**src/hw/rtl/producer_consumer_wait_scheduler_macros.svh**
```systemverilog
// Assertion macros shared by the scheduler RTL.
`ifndef PRODUCER_CONSUMER_WAIT_SCHEDULER_MACROS_SVH
`define PRODUCER_CONSUMER_WAIT_SCHEDULER_MACROS_SVH

`ifndef SYNTH
`define PCWS_ASSERT_CLK(lbl, clk, rstn, prop, msg) \
  lbl: assert property (@(posedge clk) disable iff (!rstn) prop) else $error(msg);
`define PCWS_ASSERT(lbl, prop, msg) \
  `PCWS_ASSERT_CLK(lbl, clk_i, rst_ni, prop, msg)
`else
`define PCWS_ASSERT_CLK(lbl, clk, rstn, prop, msg)
`define PCWS_ASSERT(lbl, prop, msg)
`endif

`endif

```
**src/hw/rtl/pcws_pkg.sv**
```systemverilog
// Shared types and constants of the producer/consumer wait scheduler.
`default_nettype none

package pcws_pkg;

  localparam int unsigned BufferSlotsDef = 4;
  localparam int unsigned WaitDepthDef   = 8;

  localparam int unsigned IdW      = 8;
  localparam int unsigned CapW     = 3;
  localparam int unsigned FillOutW = 3;

  localparam logic [CapW-1:0] CapReset = 3'd3;

  typedef enum logic [1:0] {
    OUTC_DONE       = 2'd0,
    OUTC_WAIT_FULL  = 2'd1,
    OUTC_WAIT_EMPTY = 2'd2,
    OUTC_DROP       = 2'd3
  } outcome_e;

  typedef struct packed {
    logic [IdW-1:0] process_id;
    logic           is_producer;
  } item_t;

  typedef struct packed {
    logic           push;
    logic           pop;
    logic [IdW-1:0] wr_data;
  } fifo_ctrl_t;

  typedef struct packed {
    logic empty;
    logic full;
  } fifo_stat_t;

endpackage

`default_nettype wire

```
**src/hw/rtl/pcws_if.sv**
```systemverilog
// Valid/ready channel interfaces: arriving processes, dispatch results, capacity writes.
`default_nettype none

interface pcws_in_if
  import pcws_pkg::*;
();
  logic           valid;
  logic           ready;
  logic [IdW-1:0] process_id;
  logic           is_producer;

  modport source (output valid, output process_id, output is_producer, input ready);
  modport sink   (input valid, input process_id, input is_producer, output ready);
endinterface

interface pcws_out_if
  import pcws_pkg::*;
();
  logic                valid;
  logic                ready;
  logic [IdW-1:0]      process_id_res;
  logic                is_producer_res;
  logic [1:0]          outcome;
  logic                was_woken;
  logic [FillOutW-1:0] fill_level;
  logic                last;

  modport source (output valid, output process_id_res, output is_producer_res,
                  output outcome, output was_woken, output fill_level, output last,
                  input ready);
  modport sink   (input valid, input process_id_res, input is_producer_res,
                  input outcome, input was_woken, input fill_level, input last,
                  output ready);
endinterface

interface pcws_cfg_if
  import pcws_pkg::*;
();
  logic            valid;
  logic            ready;
  logic [CapW-1:0] buffer_capacity;

  modport source (output valid, output buffer_capacity, input ready);
  modport sink   (input valid, input buffer_capacity, output ready);
endinterface

`default_nettype wire

```
**src/hw/rtl/producer_consumer_wait_scheduler.sv**
```systemverilog
// Producer/consumer wait scheduler: dispatches arrivals against a bounded buffer fill count.
// After an arrival is accepted, the sequencer evaluates it (EVAL) and then presents the result (SEND).
// Each further wakeup dispatch of the chain repeats evaluate, then output handoff (SEND waits for ready).
// An item yielding one result holds the dispatch sequencer through EVAL and SEND; its queue
// of two arrivals keeps accepting meanwhile. Reset clears fill count, wait FIFOs and
// queue; capacity resets to 3. No clearing pass.
`default_nettype none

module producer_consumer_wait_scheduler
  import pcws_pkg::*;
#(
  parameter int unsigned BUFFER_SLOTS = BufferSlotsDef,
  parameter int unsigned WAIT_DEPTH   = WaitDepthDef
) (
  input  wire         clk_i,
  input  wire         rst_ni,
  pcws_cfg_if.sink    cfg_i,
  pcws_in_if.sink     in_i,
  pcws_out_if.source  out_o
);

  logic [CapW-1:0] cap_q;
  logic            item_valid, item_take;
  item_t           item;
  fifo_ctrl_t      prod_ctrl, cons_ctrl;
  fifo_stat_t      prod_stat, cons_stat;
  logic [IdW-1:0]  prod_rd, cons_rd;

  assign cfg_i.ready = 1'b1;

  always_ff @(posedge clk_i or negedge rst_ni) begin
    if (!rst_ni) begin
      cap_q <= CapReset;
    end else if (cfg_i.valid) begin
      cap_q <= cfg_i.buffer_capacity;
    end
  end

  pcws_front u_front (
    .clk_i        (clk_i),
    .rst_ni       (rst_ni),
    .in_i         (in_i),
    .item_valid_o (item_valid),
    .item_o       (item),
    .item_take_i  (item_take)
  );

  pcws_wait_fifo #(.DEPTH(WAIT_DEPTH)) u_prod_fifo (
    .clk_i     (clk_i),
    .rst_ni    (rst_ni),
    .ctrl_i    (prod_ctrl),
    .stat_o    (prod_stat),
    .rd_data_o (prod_rd)
  );

  pcws_wait_fifo #(.DEPTH(WAIT_DEPTH)) u_cons_fifo (
    .clk_i     (clk_i),
    .rst_ni    (rst_ni),
    .ctrl_i    (cons_ctrl),
    .stat_o    (cons_stat),
    .rd_data_o (cons_rd)
  );

  pcws_back #(
    .BUFFER_SLOTS (BUFFER_SLOTS),
    .WAIT_DEPTH   (WAIT_DEPTH)
  ) u_back (
    .clk_i        (clk_i),
    .rst_ni       (rst_ni),
    .cap_i        (cap_q),
    .item_valid_i (item_valid),
    .item_i       (item),
    .item_take_o  (item_take),
    .prod_ctrl_o  (prod_ctrl),
    .prod_stat_i  (prod_stat),
    .prod_rd_i    (prod_rd),
    .cons_ctrl_o  (cons_ctrl),
    .cons_stat_i  (cons_stat),
    .cons_rd_i    (cons_rd),
    .out_o        (out_o)
  );

endmodule

`default_nettype wire

```
**src/hw/rtl/pcws_front.sv**
```systemverilog
// Front end: accepts arriving processes into a two-entry queue for the dispatcher.
`default_nettype none

module pcws_front
  import pcws_pkg::*;
(
  input  wire   clk_i,
  input  wire   rst_ni,
  pcws_in_if.sink in_i,
  output logic  item_valid_o,
  output item_t item_o,
  input  wire   item_take_i
);

  item_t      ent_q [2];
  logic       wr_ptr_q, rd_ptr_q;
  logic [1:0] cnt_q;
  logic       push, pop;

  assign in_i.ready   = (cnt_q != 2'd2);
  assign push         = in_i.valid && in_i.ready;
  assign item_valid_o = (cnt_q != 2'd0);
  assign pop          = item_take_i && item_valid_o;
  assign item_o       = ent_q[rd_ptr_q];

  always_ff @(posedge clk_i) begin
    if (push) begin
      ent_q[wr_ptr_q] <= '{process_id: in_i.process_id, is_producer: in_i.is_producer};
    end
  end

  always_ff @(posedge clk_i or negedge rst_ni) begin
    if (!rst_ni) begin
      wr_ptr_q <= 1'b0;
      rd_ptr_q <= 1'b0;
      cnt_q    <= 2'd0;
    end else begin
      if (push) wr_ptr_q <= ~wr_ptr_q;
      if (pop)  rd_ptr_q <= ~rd_ptr_q;
      case ({push, pop})
        2'b10:   cnt_q <= cnt_q + 2'd1;
        2'b01:   cnt_q <= cnt_q - 2'd1;
        default: cnt_q <= cnt_q;
      endcase
    end
  end

endmodule

`default_nettype wire

```
**src/hw/rtl/pcws_wait_fifo.sv**
```systemverilog
// Wait FIFO of blocked process ids, memory based, registered read of the head.
`default_nettype none

`include "producer_consumer_wait_scheduler_macros.svh"

module pcws_wait_fifo
  import pcws_pkg::*;
#(
  parameter int unsigned DEPTH = WaitDepthDef
) (
  input  wire             clk_i,
  input  wire             rst_ni,
  input  wire fifo_ctrl_t ctrl_i,
  output fifo_stat_t      stat_o,
  output logic [IdW-1:0]  rd_data_o
);

  localparam int unsigned PW = $clog2(DEPTH);
  localparam int unsigned CW = $clog2(DEPTH + 1);

  logic [IdW-1:0] mem [DEPTH];
  logic [IdW-1:0] rd_q;
  logic [PW-1:0]  head_q, tail_q;
  logic [CW-1:0]  cnt_q;
  logic           do_push, do_pop;

  assign stat_o.empty = (cnt_q == '0);
  assign stat_o.full  = (cnt_q == CW'(DEPTH));
  assign do_push      = ctrl_i.push && !stat_o.full;
  assign do_pop       = ctrl_i.pop && !stat_o.empty;
  assign rd_data_o    = rd_q;

  function automatic logic [PW-1:0] wrap_inc(input logic [PW-1:0] p);
    wrap_inc = (p == PW'(DEPTH - 1)) ? '0 : p + PW'(1);
  endfunction

  always_ff @(posedge clk_i) begin
    if (do_push) mem[tail_q] <= ctrl_i.wr_data;
    if (do_pop)  rd_q <= mem[head_q];
  end

  always_ff @(posedge clk_i or negedge rst_ni) begin
    if (!rst_ni) begin
      head_q <= '0;
      tail_q <= '0;
      cnt_q  <= '0;
    end else begin
      if (do_push) tail_q <= wrap_inc(tail_q);
      if (do_pop)  head_q <= wrap_inc(head_q);
      case ({do_push, do_pop})
        2'b10:   cnt_q <= cnt_q + CW'(1);
        2'b01:   cnt_q <= cnt_q - CW'(1);
        default: cnt_q <= cnt_q;
      endcase
    end
  end

  `PCWS_ASSERT(a_cnt_bound, cnt_q <= CW'(DEPTH), "wait fifo count above depth")
  `PCWS_ASSERT(a_no_push_pop, !(ctrl_i.push && ctrl_i.pop), "push and pop in one dispatch")
  `PCWS_ASSERT(a_pop_nonempty, ctrl_i.pop |-> !stat_o.empty, "pop of empty wait fifo")

endmodule

`default_nettype wire

```
**src/hw/rtl/pcws_back.sv**
```systemverilog
// Back end: dispatch sequencer that runs each arrival and its wakeup chain.
`default_nettype none

`include "producer_consumer_wait_scheduler_macros.svh"

module pcws_back
  import pcws_pkg::*;
#(
  parameter int unsigned BUFFER_SLOTS = BufferSlotsDef,
  parameter int unsigned WAIT_DEPTH   = WaitDepthDef
) (
  input  wire             clk_i,
  input  wire             rst_ni,
  input  wire  [CapW-1:0] cap_i,
  input  wire             item_valid_i,
  input  wire item_t      item_i,
  output logic            item_take_o,
  output fifo_ctrl_t      prod_ctrl_o,
  input  wire fifo_stat_t prod_stat_i,
  input  wire [IdW-1:0]   prod_rd_i,
  output fifo_ctrl_t      cons_ctrl_o,
  input  wire fifo_stat_t cons_stat_i,
  input  wire [IdW-1:0]   cons_rd_i,
  pcws_out_if.source      out_o
);

  localparam int unsigned FW      = $clog2(BUFFER_SLOTS + 1);
  localparam int unsigned CMPW    = (FW > CapW) ? FW : CapW;
  localparam int unsigned MAXDISP = 1 + 2 * WAIT_DEPTH;
  localparam int unsigned NW      = $clog2(MAXDISP);

  typedef enum logic [2:0] {
    ST_IDLE = 3'b001,
    ST_EVAL = 3'b010,
    ST_SEND = 3'b100
  } state_e;

  state_e              state_q, state_d;
  logic [IdW-1:0]      cur_id_q;
  logic                cur_prod_q, woken_q;
  logic [NW-1:0]       n_q;
  logic [FW-1:0]       fill_q, fill_d;
  logic                more_q, next_prod_q;
  logic [IdW-1:0]      res_id_q;
  logic                res_prod_q, res_woken_q, res_last_q;
  outcome_e            res_outc_q, outc_d;
  logic [FillOutW-1:0] res_fill_q;
  logic                more_raw, more_d, next_prod_d, can_put;

  // usable capacity is min(cap, BUFFER_SLOTS)
  assign can_put = (fill_q < FW'(BUFFER_SLOTS)) && (CMPW'(fill_q) < CMPW'(cap_i));

  always_comb begin
    fill_d      = fill_q;
    outc_d      = OUTC_DONE;
    more_raw    = 1'b0;
    next_prod_d = 1'b0;
    prod_ctrl_o = '{push: 1'b0, pop: 1'b0, wr_data: cur_id_q};
    cons_ctrl_o = '{push: 1'b0, pop: 1'b0, wr_data: cur_id_q};
    if (state_q == ST_EVAL) begin
      if (cur_prod_q) begin
        if (can_put) begin
          fill_d = fill_q + FW'(1);
          if (!cons_stat_i.empty) begin
            cons_ctrl_o.pop = 1'b1;
            more_raw        = 1'b1;
          end
        end else if (!prod_stat_i.full) begin
          prod_ctrl_o.push = 1'b1;
          outc_d           = OUTC_WAIT_FULL;
        end else begin
          outc_d = OUTC_DROP;
        end
      end else begin
        if (fill_q == '0) begin
          if (!cons_stat_i.full) begin
            cons_ctrl_o.push = 1'b1;
            outc_d           = OUTC_WAIT_EMPTY;
          end else begin
            outc_d = OUTC_DROP;
          end
        end else begin
          fill_d = fill_q - FW'(1);
          if (!prod_stat_i.empty) begin
            prod_ctrl_o.pop = 1'b1;
            more_raw        = 1'b1;
            next_prod_d     = 1'b1;
          end
        end
      end
    end
  end

  // chain cut at its length limit; a process popped there is gone
  assign more_d = more_raw && (n_q != NW'(MAXDISP - 1));

  always_comb begin
    state_d = state_q;
    unique case (state_q)
      ST_IDLE: if (item_valid_i) state_d = ST_EVAL;
      ST_EVAL: state_d = ST_SEND;
      ST_SEND: if (out_o.ready) state_d = more_q ? ST_EVAL : ST_IDLE;
      default: state_d = ST_IDLE;
    endcase
  end

  assign item_take_o = (state_q == ST_IDLE) && item_valid_i;

  always_ff @(posedge clk_i or negedge rst_ni) begin
    if (!rst_ni) begin
      state_q <= ST_IDLE;
      fill_q  <= '0;
      n_q     <= '0;
      more_q  <= 1'b0;
    end else begin
      state_q <= state_d;
      fill_q  <= fill_d;
      if (item_take_o) n_q <= '0;
      else if ((state_q == ST_SEND) && out_o.ready && more_q) n_q <= n_q + NW'(1);
      if (state_q == ST_EVAL) more_q <= more_d;
    end
  end

  always_ff @(posedge clk_i) begin
    if (item_take_o) begin
      cur_id_q   <= item_i.process_id;
      cur_prod_q <= item_i.is_producer;
      woken_q    <= 1'b0;
    end else if ((state_q == ST_SEND) && out_o.ready && more_q) begin
      cur_id_q   <= next_prod_q ? prod_rd_i : cons_rd_i;
      cur_prod_q <= next_prod_q;
      woken_q    <= 1'b1;
    end
    if (state_q == ST_EVAL) begin
      next_prod_q <= next_prod_d;
      res_id_q    <= cur_id_q;
      res_prod_q  <= cur_prod_q;
      res_outc_q  <= outc_d;
      res_woken_q <= woken_q;
      res_fill_q  <= FillOutW'(fill_d);
      res_last_q  <= !more_d;
    end
  end

  assign out_o.valid           = (state_q == ST_SEND);
  assign out_o.process_id_res  = res_id_q;
  assign out_o.is_producer_res = res_prod_q;
  assign out_o.outcome         = res_outc_q;
  assign out_o.was_woken       = res_woken_q;
  assign out_o.fill_level      = res_fill_q;
  assign out_o.last            = res_last_q;

  `PCWS_ASSERT(a_fill_bound, fill_q <= FW'(BUFFER_SLOTS), "fill count above buffer slots")
  `PCWS_ASSERT(a_first_not_woken, (state_q == ST_EVAL) && (n_q == '0) |-> !woken_q, "first dispatch marked woken")
  `PCWS_ASSERT(a_one_wake, !(prod_ctrl_o.pop && cons_ctrl_o.pop), "two wakeups in one dispatch")

endmodule

`default_nettype wire
```
**src/flat_wrapper.sv**
```systemverilog
// flat-port wrapper written by rule: the top's interface ports become plain ports
module producer_consumer_wait_scheduler_flat import pcws_pkg::*;
#(
  parameter int unsigned BUFFER_SLOTS = BufferSlotsDef,
  parameter int unsigned WAIT_DEPTH   = WaitDepthDef
)
  (clk_i, rst_ni, cfg_i_valid, cfg_i_buffer_capacity, cfg_i_ready, in_i_valid, in_i_process_id, in_i_is_producer, in_i_ready, out_o_valid, out_o_process_id_res, out_o_is_producer_res, out_o_outcome, out_o_was_woken, out_o_fill_level, out_o_last, out_o_ready);
  pcws_cfg_if cfg_i_i ();
  pcws_in_if in_i_i ();
  pcws_out_if out_o_i ();
  input  wire clk_i;
  input  wire rst_ni;
  input wire logic [$bits(cfg_i_i.valid)-1:0] cfg_i_valid;
  input wire logic [$bits(cfg_i_i.buffer_capacity)-1:0] cfg_i_buffer_capacity;
  output wire logic [$bits(cfg_i_i.ready)-1:0] cfg_i_ready;
  input wire logic [$bits(in_i_i.valid)-1:0] in_i_valid;
  input wire logic [$bits(in_i_i.process_id)-1:0] in_i_process_id;
  input wire logic [$bits(in_i_i.is_producer)-1:0] in_i_is_producer;
  output wire logic [$bits(in_i_i.ready)-1:0] in_i_ready;
  output wire logic [$bits(out_o_i.valid)-1:0] out_o_valid;
  output wire logic [$bits(out_o_i.process_id_res)-1:0] out_o_process_id_res;
  output wire logic [$bits(out_o_i.is_producer_res)-1:0] out_o_is_producer_res;
  output wire logic [$bits(out_o_i.outcome)-1:0] out_o_outcome;
  output wire logic [$bits(out_o_i.was_woken)-1:0] out_o_was_woken;
  output wire logic [$bits(out_o_i.fill_level)-1:0] out_o_fill_level;
  output wire logic [$bits(out_o_i.last)-1:0] out_o_last;
  input wire logic [$bits(out_o_i.ready)-1:0] out_o_ready;
  assign cfg_i_i.valid = cfg_i_valid;
  assign cfg_i_i.buffer_capacity = cfg_i_buffer_capacity;
  assign cfg_i_ready = cfg_i_i.ready;
  assign in_i_i.valid = in_i_valid;
  assign in_i_i.process_id = in_i_process_id;
  assign in_i_i.is_producer = in_i_is_producer;
  assign in_i_ready = in_i_i.ready;
  assign out_o_valid = out_o_i.valid;
  assign out_o_process_id_res = out_o_i.process_id_res;
  assign out_o_is_producer_res = out_o_i.is_producer_res;
  assign out_o_outcome = out_o_i.outcome;
  assign out_o_was_woken = out_o_i.was_woken;
  assign out_o_fill_level = out_o_i.fill_level;
  assign out_o_last = out_o_i.last;
  assign out_o_i.ready = out_o_ready;
  producer_consumer_wait_scheduler #(.BUFFER_SLOTS(BUFFER_SLOTS), .WAIT_DEPTH(WAIT_DEPTH)) u_core (.clk_i(clk_i), .rst_ni(rst_ni), .cfg_i(cfg_i_i), .in_i(in_i_i), .out_o(out_o_i));
endmodule
```
**config.mk**
```make
export PLATFORM = sky130hd
export DESIGN_NAME = producer_consumer_wait_scheduler_flat
export DESIGN_NICKNAME = d
export VERILOG_FILES = /design/src/hw/rtl/pcws_pkg.sv /design/src/hw/rtl/pcws_if.sv /design/src/hw/rtl/producer_consumer_wait_scheduler.sv /design/src/hw/rtl/pcws_front.sv /design/src/hw/rtl/pcws_wait_fifo.sv /design/src/hw/rtl/pcws_back.sv /design/src/flat_wrapper.sv
export VERILOG_INCLUDE_DIRS = /design/src /design/src/hw/rtl
export SDC_FILE = /design/constraint.sdc
export NUM_CORES = 1
export LEC_CHECK = 0
export BUFFER_PORTS_ARGS = -buffer_cell sky130_fd_sc_hd__buf_4
export CAP_MARGIN = 20
export CORE_MARGIN = 2
export CORE_UTILIZATION = 50
export CTS_BUF_LIST = sky130_fd_sc_hd__clkbuf_16
export CTS_CLUSTER_DIAMETER = 100
export DETAILED_ROUTE_END_ITERATION = 7
export GPL_ROUTABILITY_DRIVEN = 0
export PLACE_DENSITY = 0.72
export SLEW_MARGIN = 20
export SYNTH_ARGS = -nofsm -noshare
export SYNTH_HDL_FRONTEND = slang
export SYNTH_SLANG_ARGS = --single-unit
```
**constraint.sdc**
```tcl
create_clock -name clk_i -period 5.05 [get_ports clk_i]
set_clock_uncertainty 0.05 [all_clocks]
set_input_delay 0.2525 -clock clk_i [delete_from_list [all_inputs] [get_ports clk_i]]
set_output_delay 0.2525 -clock clk_i [all_outputs]
set_load 0.1 [all_outputs]
```
==> results of run 1 <==
## cell type report
type                    instances  area, um2
fillers                      1278       7330
inverters                      17       68.8
repair buffers                 59        488
clock buffers                  25        626
flip-flops and latches        228       6650
well taps                     229        287
multi-input cells             260       2510
clock inverters                19        134
## worst max-delay path by stage
stage / endpoint / slack [ns] / depth (start not counted)
3_5_place_dp: u_core.u_cons_fifo.cnt_q[3]$_DFFE_PN0P_ / 1.43 / 10
3_3_place_gp: u_core.u_cons_fifo.cnt_q[3]$_DFFE_PN0P_ / 1.70 / 10
2_1_floorplan: u_core.u_cons_fifo.cnt_q[3]$_DFFE_PN0P_ / 1.95 / 10
6_report: u_core.u_cons_fifo.cnt_q[3]$_DFFE_PN0P_ / 1.45 / 10
4_1_cts: u_core.u_cons_fifo.cnt_q[3]$_DFFE_PN0P_ / 1.45 / 10
5_1_grt: u_core.u_cons_fifo.cnt_q[3]$_DFFE_PN0P_ / 1.22 / 10
## layer usage
| layer | part of all wire, % | global-route usage, % |
|---|---|---|
| met1 | 43 | 25.0 |
| met2 | 49 | 29.6 |
| met3 | 5.4 | 2.56 |
| met5 | 0 | 0 |
| met4 | 2.6 | 5.85 |
## stage by stage
step / cells / cell area (um2) / setup WS [ns] / utilization [%]
final: 837 / 10800 / 1.45 / 59.5
after global routing: 837 / 10800 / 1.22 / 59.5
after CTS: 837 / 10800 / 1.45 / 59.5
after detailed placement: 778 / 9850 / 1.43 / 54.5
after global placement: 777 / 9820 / 1.70 / 54.3
after floorplan: 523 / 9300 / 1.95 / -
## synthesized netlist by cell type, drive strengths merged, types with 6 or more instances
cell,number,share of area [%]
inv,16,0.65
mux2,28,3.4
mux4,32,7.8
dfrtp,36,9.7
nand2,15,0.69
nand3,6,0.32
nor2,22,0.89
o21ai,11,0.71
nand2b,6,0.40
xnor2,8,0.75
clkbuf,7,0.28
ha,22,3.0
xor2,8,0.75
edfxtp,188,61
a21oi,19,1.0
mux2i,10,1.1
a211oi,9,0.78
nor3,14,0.87
nor2b,11,0.74
buf,11,0.65
## power by group
part | leakage (uW) | internal, uW | switching, uW | total, uW
Combinational | 0.00122 | 636 | 796 | 1430
Sequential | 0.00220 | 2530 | 507 | 3040
Clock | 0.000390 | 993 | 674 | 1670
## logic make-up after synthesis
| kind of cell | Yosys count | share of synthesized area (%) |
|---|---|---|
| other | 1 | 0.0403 |
| DFF | 228 | 71.5 |
| muxes | 70 | 12.2 |
| AOI/OAI and AO/OA | 47 | 3.39 |
| buffers and inverters | 35 | 1.67 |
| adders and majority gates | 24 | 3.39 |
| xor gates and xnor gates | 16 | 1.51 |
| and+or+nand+nor | 102 | 6.29 |
## worst register-to-register path: cells and delay by family (launching register included)
kind / cells / cell delay, ns
AO/OA/AOI/OAI: 5 / 1.62
adder cells (fa/ha/maj): 3 / 0.99
flip-flops: 1 / 0.46
AND/OR/NAND/NOR: 1 / 0.25
XOR/XNOR: 1 / 0.15
## state kept, by name, summed over array words and instances, names as in the netlist, 3 cells and up
| name | cells |
|---|---|
| u_core.u_back.state_q | 3 |
| u_core.u_cons_fifo.tail_q | 3 |
| u_core.u_prod_fifo.tail_q | 3 |
| u_core.u_back.out_o.fill_level | 3 |
| u_core.u_front.ent_q | 18 |
| u_core.u_prod_fifo.head_q | 3 |
| u_core.u_cons_fifo.cnt_q | 4 |
| u_core.cap_q | 3 |
| u_core.u_back.out_o.process_id_res | 8 |
| u_core.u_cons_fifo.rd_data_o | 8 |
| u_core.u_cons_fifo.head_q | 3 |
| u_core.u_back.fill_q | 3 |
| u_core.u_prod_fifo.mem | 64 |
| u_core.u_prod_fifo.rd_data_o | 8 |
| u_core.u_back.cur_id_q | 8 |
| u_core.u_back.n_q | 5 |
| u_core.u_prod_fifo.cnt_q | 4 |
| u_core.u_cons_fifo.mem | 64 |
==> flow_summary.yaml, run 1 <==
status:
  status: "finished clean"
critical_path:
  crit_type: "flip-flop to flip-flop"
  critPathMostFrequentCell: "ha_1"
  reg2reg_to: "u_core.u_cons_fifo.cnt_q[3]$_DFFE_PN0P_"
  cp_cell_sequence: "ha_1 -> a211oi_2 -> o21ai_4 -> a2111oi_4 -> ha_1 -> ha_1 -> a21oi_1 -> a21oi_1 -> nor3_1 -> xnor2_1"
  startpoint: "u_core.u_back.fill_q[2]$_DFF_PN0_"
  worst-r2r-setup-slack_ns: 1.45
  arrival_ns: 3.97
  cp_delay_by_family_top: "compound AO/OA/AOI/OAI gates"
  largest_fanout_of_any_net_on_the_critical_path: 14
  timing.rr.start: "u_core.u_back.fill_q[2]$_DFF_PN0_"
  crit_path_top_delay_cell: "a2111oi_4"
  r2r_cells: 10
  cp.buffers_inverters: 0
  setup.worst_path.end_class: "flip-flop"
  critical_path.startpoint_type: "flip-flop"
  worst_path_largest_cell_delay_ns: 0.81
  worstPathRequired_ns: 5.43
clock_tree:
  path_clk_slew_ns: 0.06
  numClockSinks: 228
  clock_tree.root_cell: "clkbuf_16"
  count_of_buffers_added_by_post_cts_timing_repair_for_setup: 0
  clock_path_buffers: 3
  cts_buffers: 24
  htreeDepth: 1
  post_cts_hold_buffer_count: 15
  post_cts_resize_count: 0
  insertion_delay_ns: 0.51
  cts_tree: "built"
sta:
  slew_viol_final: 0
  minimum_period_implied_by_the_final_worst_setup_slack_ns: 3.60
  worst_rel_slew_slack_pct: 39.5
  final-hold-violation-count: 0
  grt_setup_unrepaired: "no"
  fmax_mhz: 278
  hold_ws_ns: 0.0240
  setup-tns-final_ns: 0
  worst-slew-pin-transition_ns: 0.908
  finalSetupViolations: 0
  post-route-period-util_pct: 71.2
die:
  core_area_um2: 18100
  dieWidth_um: 140
  fp.dieH_um: 140
  total_die_area_um2: 19700
  initial_core_util_pct: 51.4
  floorplan.rows: 49
  floorplan.io_pins: 36
synthesis:
  fraction_of_synthesis_flops_using_an_asynchronous_set_or_reset_pin_pct: 17.1
  synth_edf_count: 188
  post_synth_instance_area_um2: 9300
  synthCells: 523
  synth_flop_cell: "edfxtp_1"
  synthDistinctLibCells: 55
  syn_nets: 564
  synth.ff_latch_count: 228
  post_synthesis_average_cell_area_um2: 17.8
  yosys_warnings: 0
  synth.yosys.seq_area_share_pct: 71.5
min_path:
  min_path_type: "primary input to flip-flop"
  hold_path_end: "u_core.u_front.wr_ptr_q$_DFFE_PN0P_"
  hp-start: "in_i_valid"
  worstHoldPathCells: 3
detailed_routing:
  drt_pre_antenna_iters: 5
  route.final.wire_length_mm: 17.3
  drt.antenna.violating_nets: 0
  detailroute.via_count: 4738
  route.detailed.vias_per_inst: 5.66
  drcViolationCount: 0
  drt_first_iter_violations: 297
  detail_route.wl_per_cell_um: 20.7
power:
  total_leakage_power_uw: 0.00382
  max-vdd-ir-drop_mv: 0.231
  power_uw: 6140
  power_per_cell_area_nw_per_um2: 570
global_route:
  antenna_found_initial: 0
  global_route_wire_length_before_repair_mm: 27.1
  largest_net_degree_at_the_start_of_global_routing: 40
  aggregate_global_route_resource_usage_pct: 17.9
  grt_pass1_vias: 4814
  globalRouteOverflowTotal: 0
run:
  cap_viol_max_count: 0
cells_and_area:
  layout.cells.most_common: "edfxtp_1"
  post_route_cells_drive_above_1_share_pct: 26.0
  area_growth_syn_to_layout_pct: 15.8
  diodes: 0
  finalNetCount: 631
  layout_common_cells: "edfxtp_1 (188), buf_4 (43), dfrtp_1 (35), mux4_2 (32), mux2_2 (28)"
place:
  dp_hpwl_mm: 11.0
  number_of_buffers_inserted_by_port_buffering: 34
(Power assumes the default switching activity.)
==> run 2: changes to the inputs <==
--- a/config.mk
+++ b/config.mk
@@ -14,7 +14,7 @@
 export CTS_CLUSTER_DIAMETER = 100
 export DETAILED_ROUTE_END_ITERATION = 7
 export GPL_ROUTABILITY_DRIVEN = 0
-export PLACE_DENSITY = 0.72
+export PLACE_DENSITY = 0.74
 export SLEW_MARGIN = 20
 export SYNTH_ARGS = -nofsm -noshare
 export SYNTH_HDL_FRONTEND = slang
==> constraint.sdc (replaced) <==
create_clock -name clk_i -period 3 [get_ports clk_i]
set_clock_uncertainty 0.05 [all_clocks]
set_input_delay 0.15 -clock clk_i [delete_from_list [all_inputs] [get_ports clk_i]]
set_output_delay 0.15 -clock clk_i [all_outputs]
set_load 0.1 [all_outputs]
==> flow_summary.yaml, run 2 (same netlist as run 1, synthesis figures left out) <==
global_route:
  largest_net_degree_at_the_start_of_global_routing: 40
  global_route_wire_length_before_repair_mm: 28.3
  antenna_found_initial: 0
  aggregate_global_route_resource_usage_pct: 18.6
  grt_pass1_vias: 5079
  met3_usage_pct: 2.36
  global_route.peak_usage_layer: "met2"
  globalRouteOverflowTotal: 0
  gr-usage-met1_pct: 24.9
  routing_usage_on_met2_pct: 32.2
power:
  total_leakage_power_uw: 0.00391
  max-vdd-ir-drop_mv: 0.387
  power_per_cell_area_nw_per_um2: 962
clock_tree:
  insertion_delay_ns: 0.51
  numClockSinks: 228
  post_cts_resize_count: 0
  cts_buffers: 23
  count_of_buffers_added_by_post_cts_timing_repair_for_setup: 0
  htreeDepth: 1
  clock_tree.root_cell: "clkbuf_16"
  clock_path_buffers: 3
  path_clk_slew_ns: 0.06
  cts_tree: "built"
die:
  total_die_area_um2: 19700
  floorplan.io_pins: 36
  fp.dieH_um: 140
  dieWidth_um: 140
  initial_core_util_pct: 51.4
  floorplan.rows: 49
  core_area_um2: 18100
sta:
  finalSetupViolations: 0
  minimum_period_implied_by_the_final_worst_setup_slack_ns: 2.83
  slew_viol_final: 0
  grt_setup_unrepaired: "no"
  post-route-period-util_pct: 94.2
  worst-slew-pin-transition_ns: 0.844
  post-route-worst-setup-slack_ns: 0.175
  fmax_mhz: 354
  worst_rel_slew_slack_pct: 43.7
  final-hold-violation-count: 0
place:
  pre_cts_slack_ns: 0.142
  placement.cell_area_um2: 10000
  number_of_buffers_inserted_by_port_buffering: 34
  dp_hpwl_mm: 11.2
critical_path:
  arrival_ns: 3.20
  setup.worst_path.end_class: "flip-flop"
  worstPathRequired_ns: 3.38
  critical_path.startpoint_type: "flip-flop"
  largest_fanout_of_any_net_on_the_critical_path: 6
  crit_type: "flip-flop to flip-flop"
cells_and_area:
  post_route_cells_drive_above_1_share_pct: 29.4
  layout.cells.most_common: "edfxtp_1"
  fillers: 1257
  finalNetCount: 649
  biggestRegsByFlops: "u_core.u_cons_fifo.mem x64, u_core.u_prod_fifo.mem x64, u_core.u_front.ent_q x18"
  seqCellArea_um2: 6650
  multi_input_comb_area_um2: 2540
  utilization_pct: 60.6
  stdcell_area_um2: 11000
  layout_common_cells: "edfxtp_1 (188), buf_4 (62), dfrtp_1 (36), mux4_2 (32), mux2_2 (28)"
  diodes: 0
  area_growth_syn_to_layout_pct: 18.0
detailed_routing:
  drt_pre_antenna_iters: 5
  detailroute.via_count: 4844
  route.final.wire_length_mm: 17.6
  drt_first_iter_violations: 407
  route.detailed.vias_per_inst: 5.67
  drcViolationCount: 0
  detail_route.wl_per_cell_um: 20.6
  drt.antenna.violating_nets: 0
run:
  cap_viol_max_count: 0
min_path:
  min_path_type: "primary input to async pin"
status:
  status: "finished clean"
[run 2: cell count changes in the layout (fill, tap and decap cells not counted), moves of 3 or more]
| cell | before | now |
|---|---|---|
| buf_4 | 43 | 62 |
| inv_1 | 20 | 16 |
| bufinv_16 | 2 | 5 |
| clkinv_1 | 8 | 5 |
| ha_1 | 22 | 19 |
[run 2: final timing paths]
path                                                          from                                       to  slack (ns)  depth (start not counted)
min in group clk_i                              in_i_process_id[3]     u_core.u_front.ent_q[1][4]$_DFFE_PP_        0.34                          2
worst max-delay path             u_core.u_back.fill_q[1]$_DFF_PN0_  u_core.u_cons_fifo.cnt_q[3]$_DFFE_PN0P_        0.17                         11
worst min-delay path                                        rst_ni  u_core.u_cons_fifo.cnt_q[1]$_DFFE_PN0P_        0.11                          2
worst max register to register   u_core.u_back.fill_q[1]$_DFF_PN0_  u_core.u_cons_fifo.cnt_q[3]$_DFFE_PN0P_        0.17                         11
worst min register to register  u_core.u_back.woken_q$_SDFFE_PP0P_  u_core.u_back.out_o.was_woken$_DFFE_PN_        0.40                          0
max in group asynchronous                                   rst_ni     u_core.u_back.state_q[0]$_DFFE_PN1P_        2.41                          2
[run 2: final cells by class]
class	instances	area share (%)
Sequential cell	228	60.6
Multi-Input combinational cell	260	23.2
Timing Repair Buffer	78	5.70
Clock buffer	23	5.25
Tap cell	229	2.61
Clock inverter	19	2.06
Inverter	17	0.627
[run 2: where the power goes]
group          switching (uW)  internal, uW  leakage [uW]  total [uW]
Combinational            1470          1110       0.00131        2580
Sequential                738          4260       0.00221        5000
Clock                    1140          1840      0.000396        2970
[run 2: metrics by stage]
step / std cells / hold slack [ns] / power (uW) / TNS (ns)
global placement: 796 / 0.107 / 7480 / 0
finish: 854 / 0.113 / 10500 / 0
floorplan: 523 / -0.196 / 6760 / -0.0135
global route: 854 / 0.155 / 11000 / 0
detailed placement: 796 / 0.111 / 7620 / 0
CTS: 854 / 0.119 / 10600 / 0
[run 2: repair_timing]
item,in CTS,in global routing
endpoints found under the hold margin,63,0
hold buffers,16,0
setup endpoints to repair,0,1
[run 2: layer usage]
| layer | part of all wire, % | wire length, um | vias up |
|---|---|---|---|
| met3 | 4.8 | 842 | 27 |
| met1 | 42 | 7420 | 2475 |
| li1 | - | - | 2201 |
| met2 | 51 | 8950 | 141 |
| met5 | 0 | 0 | - |
| met4 | 2.0 | 354 | 0 |
[run 2: critical path, stage by stage (launching register included)]
cell and delay [ns]:
dfrtp_1 0.44, inv_1 0.11, ha_1 0.21, or3b_2 0.54, nor3_4 0.21, inv_1 0.09
ha_2 0.21, ha_1 0.29, nand3_1 0.10, and3_1 0.20, nor3_2 0.17, xnor2_1 0.14
==> run 3: changes to the inputs <==
--- a/config.mk
+++ b/config.mk
@@ -14,7 +14,7 @@
 export CTS_CLUSTER_DIAMETER = 100
 export DETAILED_ROUTE_END_ITERATION = 7
 export GPL_ROUTABILITY_DRIVEN = 0
-export PLACE_DENSITY = 0.74
+export PLACE_DENSITY = 0.77
 export SLEW_MARGIN = 20
 export SYNTH_ARGS = -nofsm -noshare
 export SYNTH_HDL_FRONTEND = slang
==> flow_summary.yaml, run 3 (same netlist as run 1, synthesis figures left out) <==
status:
  status: "finished clean"
global_route:
  grt_pass1_vias: 5122
  globalRouteOverflowTotal: 0
  global_route_wire_length_before_repair_mm: 28.2
  aggregate_global_route_resource_usage_pct: 18.8
  antenna_found_initial: 0
  largest_net_degree_at_the_start_of_global_routing: 40
critical_path:
  worst_path_largest_cell_delay_ns: 0.52
  critPathMostFrequentCell: "ha_1"
  worstPathRequired_ns: 3.38
  crit_type: "flip-flop to flip-flop"
  critical_path.startpoint_type: "flip-flop"
  reg2reg_to: "u_core.u_prod_fifo.cnt_q[3]$_DFFE_PN0P_"
  r2r_cells: 12
  critPathCapture: "u_core.u_prod_fifo.cnt_q[3]$_DFFE_PN0P_"
  largest_fanout_of_any_net_on_the_critical_path: 8
  worst-r2r-setup-slack_ns: 0.17
  cp_cell_sequence: "inv_1 -> ha_1 -> a211oi_4 -> o21ai_4 -> buf_4 -> nand2_4 -> ha_1 -> ha_1 -> a21oi_2 -> a21oi_1 -> nor3_1 -> xor2_1"
  timing.rr.start: "u_core.cap_q[1]$_DFFE_PN1P_"
  startpoint: "u_core.cap_q[1]$_DFFE_PN1P_"
  crit_path_top_delay_cell: "dfstp_2"
  setup.worst_path.end_class: "flip-flop"
  arrival_ns: 3.22
cells_and_area:
  layout_common_cells: "edfxtp_1 (188), buf_4 (60), dfrtp_1 (35), mux4_2 (32), mux2_2 (28)"
  layout.cells.most_common: "edfxtp_1"
  finalNetCount: 647
  seqCellArea_um2: 6650
  area_growth_syn_to_layout_pct: 16.5
  biggestRegsByFlops: "u_core.u_cons_fifo.mem x64, u_core.u_prod_fifo.mem x64, u_core.u_front.ent_q x18"
  post_layout_nonfiller_instances: 851
  diodes: 0
  post_route_cells_drive_above_1_share_pct: 28.3
  utilization_pct: 59.9
  fillers: 1266
  multi_input_comb_area_um2: 2550
sta:
  fmax_mhz: 353
  hold_ws_ns: 0.119
  worst_rel_slew_slack_pct: 44.5
  worst-slew-pin-transition_ns: 0.832
  post-route-period-util_pct: 94.5
  grt_setup_unrepaired: "no"
  final-hold-violation-count: 0
  slew_viol_final: 0
  finalSetupViolations: 0
  minimum_period_implied_by_the_final_worst_setup_slack_ns: 2.83
power:
  power_uw: 10200
  total_leakage_power_uw: 0.00388
  power_per_cell_area_nw_per_um2: 940
  max-vdd-ir-drop_mv: 0.422
  relative_contribution_of_combinational_cells_to_total_power_pct: 26.0
  switchingPower_uw: 3400
  switching_share_pct: 33.4
  seq_power_share_pct: 49.3
  power.internal_uw: 6780
  clock_power_share_pct: 24.6
clock_tree:
  clock_tree.root_cell: "clkbuf_16"
  numClockSinks: 228
  clock_path_buffers: 3
  htreeDepth: 1
  insertion_delay_ns: 0.52
  path_clk_slew_ns: 0.06
  cts_tree: "built"
  cts_buffers: 23
  count_of_buffers_added_by_post_cts_timing_repair_for_setup: 0
detailed_routing:
  detailroute.via_count: 4867
  route.final.wire_length_mm: 18.0
  drt_first_iter_violations: 470
  detail_route.wl_per_cell_um: 21.2
  drcViolationCount: 0
  drt.antenna.violating_nets: 0
  route.detailed.vias_per_inst: 5.72
  drt_pre_antenna_iters: 5
place:
  number_of_buffers_inserted_by_port_buffering: 34
  dp_hpwl_mm: 11.3
  place.detailed.instances: 794
die:
  total_die_area_um2: 19700
  core_area_um2: 18100
  floorplan.io_pins: 36
  initial_core_util_pct: 51.4
  floorplan.rows: 49
  fp.dieH_um: 140
  dieWidth_um: 140
run:
  cap_viol_max_count: 0
min_path:
  min_path_type: "primary input to async pin"
[run 3: repair_timing]
| action | 4_1_cts | 5_1_grt |
|---|---|---|
| endpoints found under the hold margin | 63 | 0 |
| endpoints found under the setup margin | 0 | 2 |
| hold buffers | 16 | 0 |
| resized for setup | 0 | 3 |
[run 3: metal layers]
| metal | global-route usage [%] | up-vias | routed length [um] |
|---|---|---|---|
| met2 | 33.0 | 168 | 9240 |
| met3 | 3.11 | 31 | 1130 |
| met1 | 24.7 | 2480 | 7220 |
| met4 | 4.94 | 0 | 441 |
| met5 | 0 | - | 0 |
| li1 | - | 2188 | - |
[run 3: worst min path at each step]
stage	start	endpoint	slack, ns	cells after the start
after floorplan	rst_ni	u_core.cap_q[2]$_DFFE_PN0P_	-0.20	0
after global placement	rst_ni	u_core.cap_q[2]$_DFFE_PN0P_	0.10	1
after detailed placement	rst_ni	u_core.u_cons_fifo.cnt_q[1]$_DFFE_PN0P_	0.12	1
after CTS	rst_ni	u_core.u_prod_fifo.tail_q[0]$_DFFE_PN0P_	0.11	2
after global routing	rst_ni	u_core.u_prod_fifo.tail_q[0]$_DFFE_PN0P_	0.14	2
final	rst_ni	u_core.u_cons_fifo.cnt_q[3]$_DFFE_PN0P_	0.12	2
[run 3: power groups by stage]
stage / Clock, uW / Sequential, uW / Combinational, uW
6_report: 2510 / 5020 / 2650
4_1_cts: 2560 / 5020 / 2650
3_3_place_gp: 0 / 5010 / 2490
3_5_place_dp: 0 / 5070 / 2590
5_1_grt: 2690 / 5100 / 2850
2_1_floorplan: 0 / 4960 / 1810
[run 3: area by class of cell]
cell class                      instances  share of cell area (%)
Clock inverter                         18                   0.820
Timing Repair Buffer                   76                    5.64
Clock buffer                           23                    5.32
Tap cell                              229                    2.65
Sequential cell                       228                    61.4
Inverter                               17                   0.636
Multi-Input combinational cell        260                    23.6
[run 3: stage by stage]
step	TNS, ns	worst slack (ns)	cell area (um2)
2_1_floorplan	-0.0135	-0.0135	9330
3_3_place_gp	0	0.279	9990
3_5_place_dp	0	0.149	9990
4_1_cts	0	0.0836	10800
5_1_grt	0	0.0361	10800
6_report	0	0.166	10800
[run 3: worst max-delay path, delay by kind of cell (launching register included)]
family / cells / cell delay (ns)
adders and majority gates: 3 / 0.75
AOI/OAI and AO/OA: 4 / 0.71
DFF: 1 / 0.52
and+or+nand+nor: 2 / 0.34
buffers and inverters: 2 / 0.23
xor gates and xnor gates: 1 / 0.17
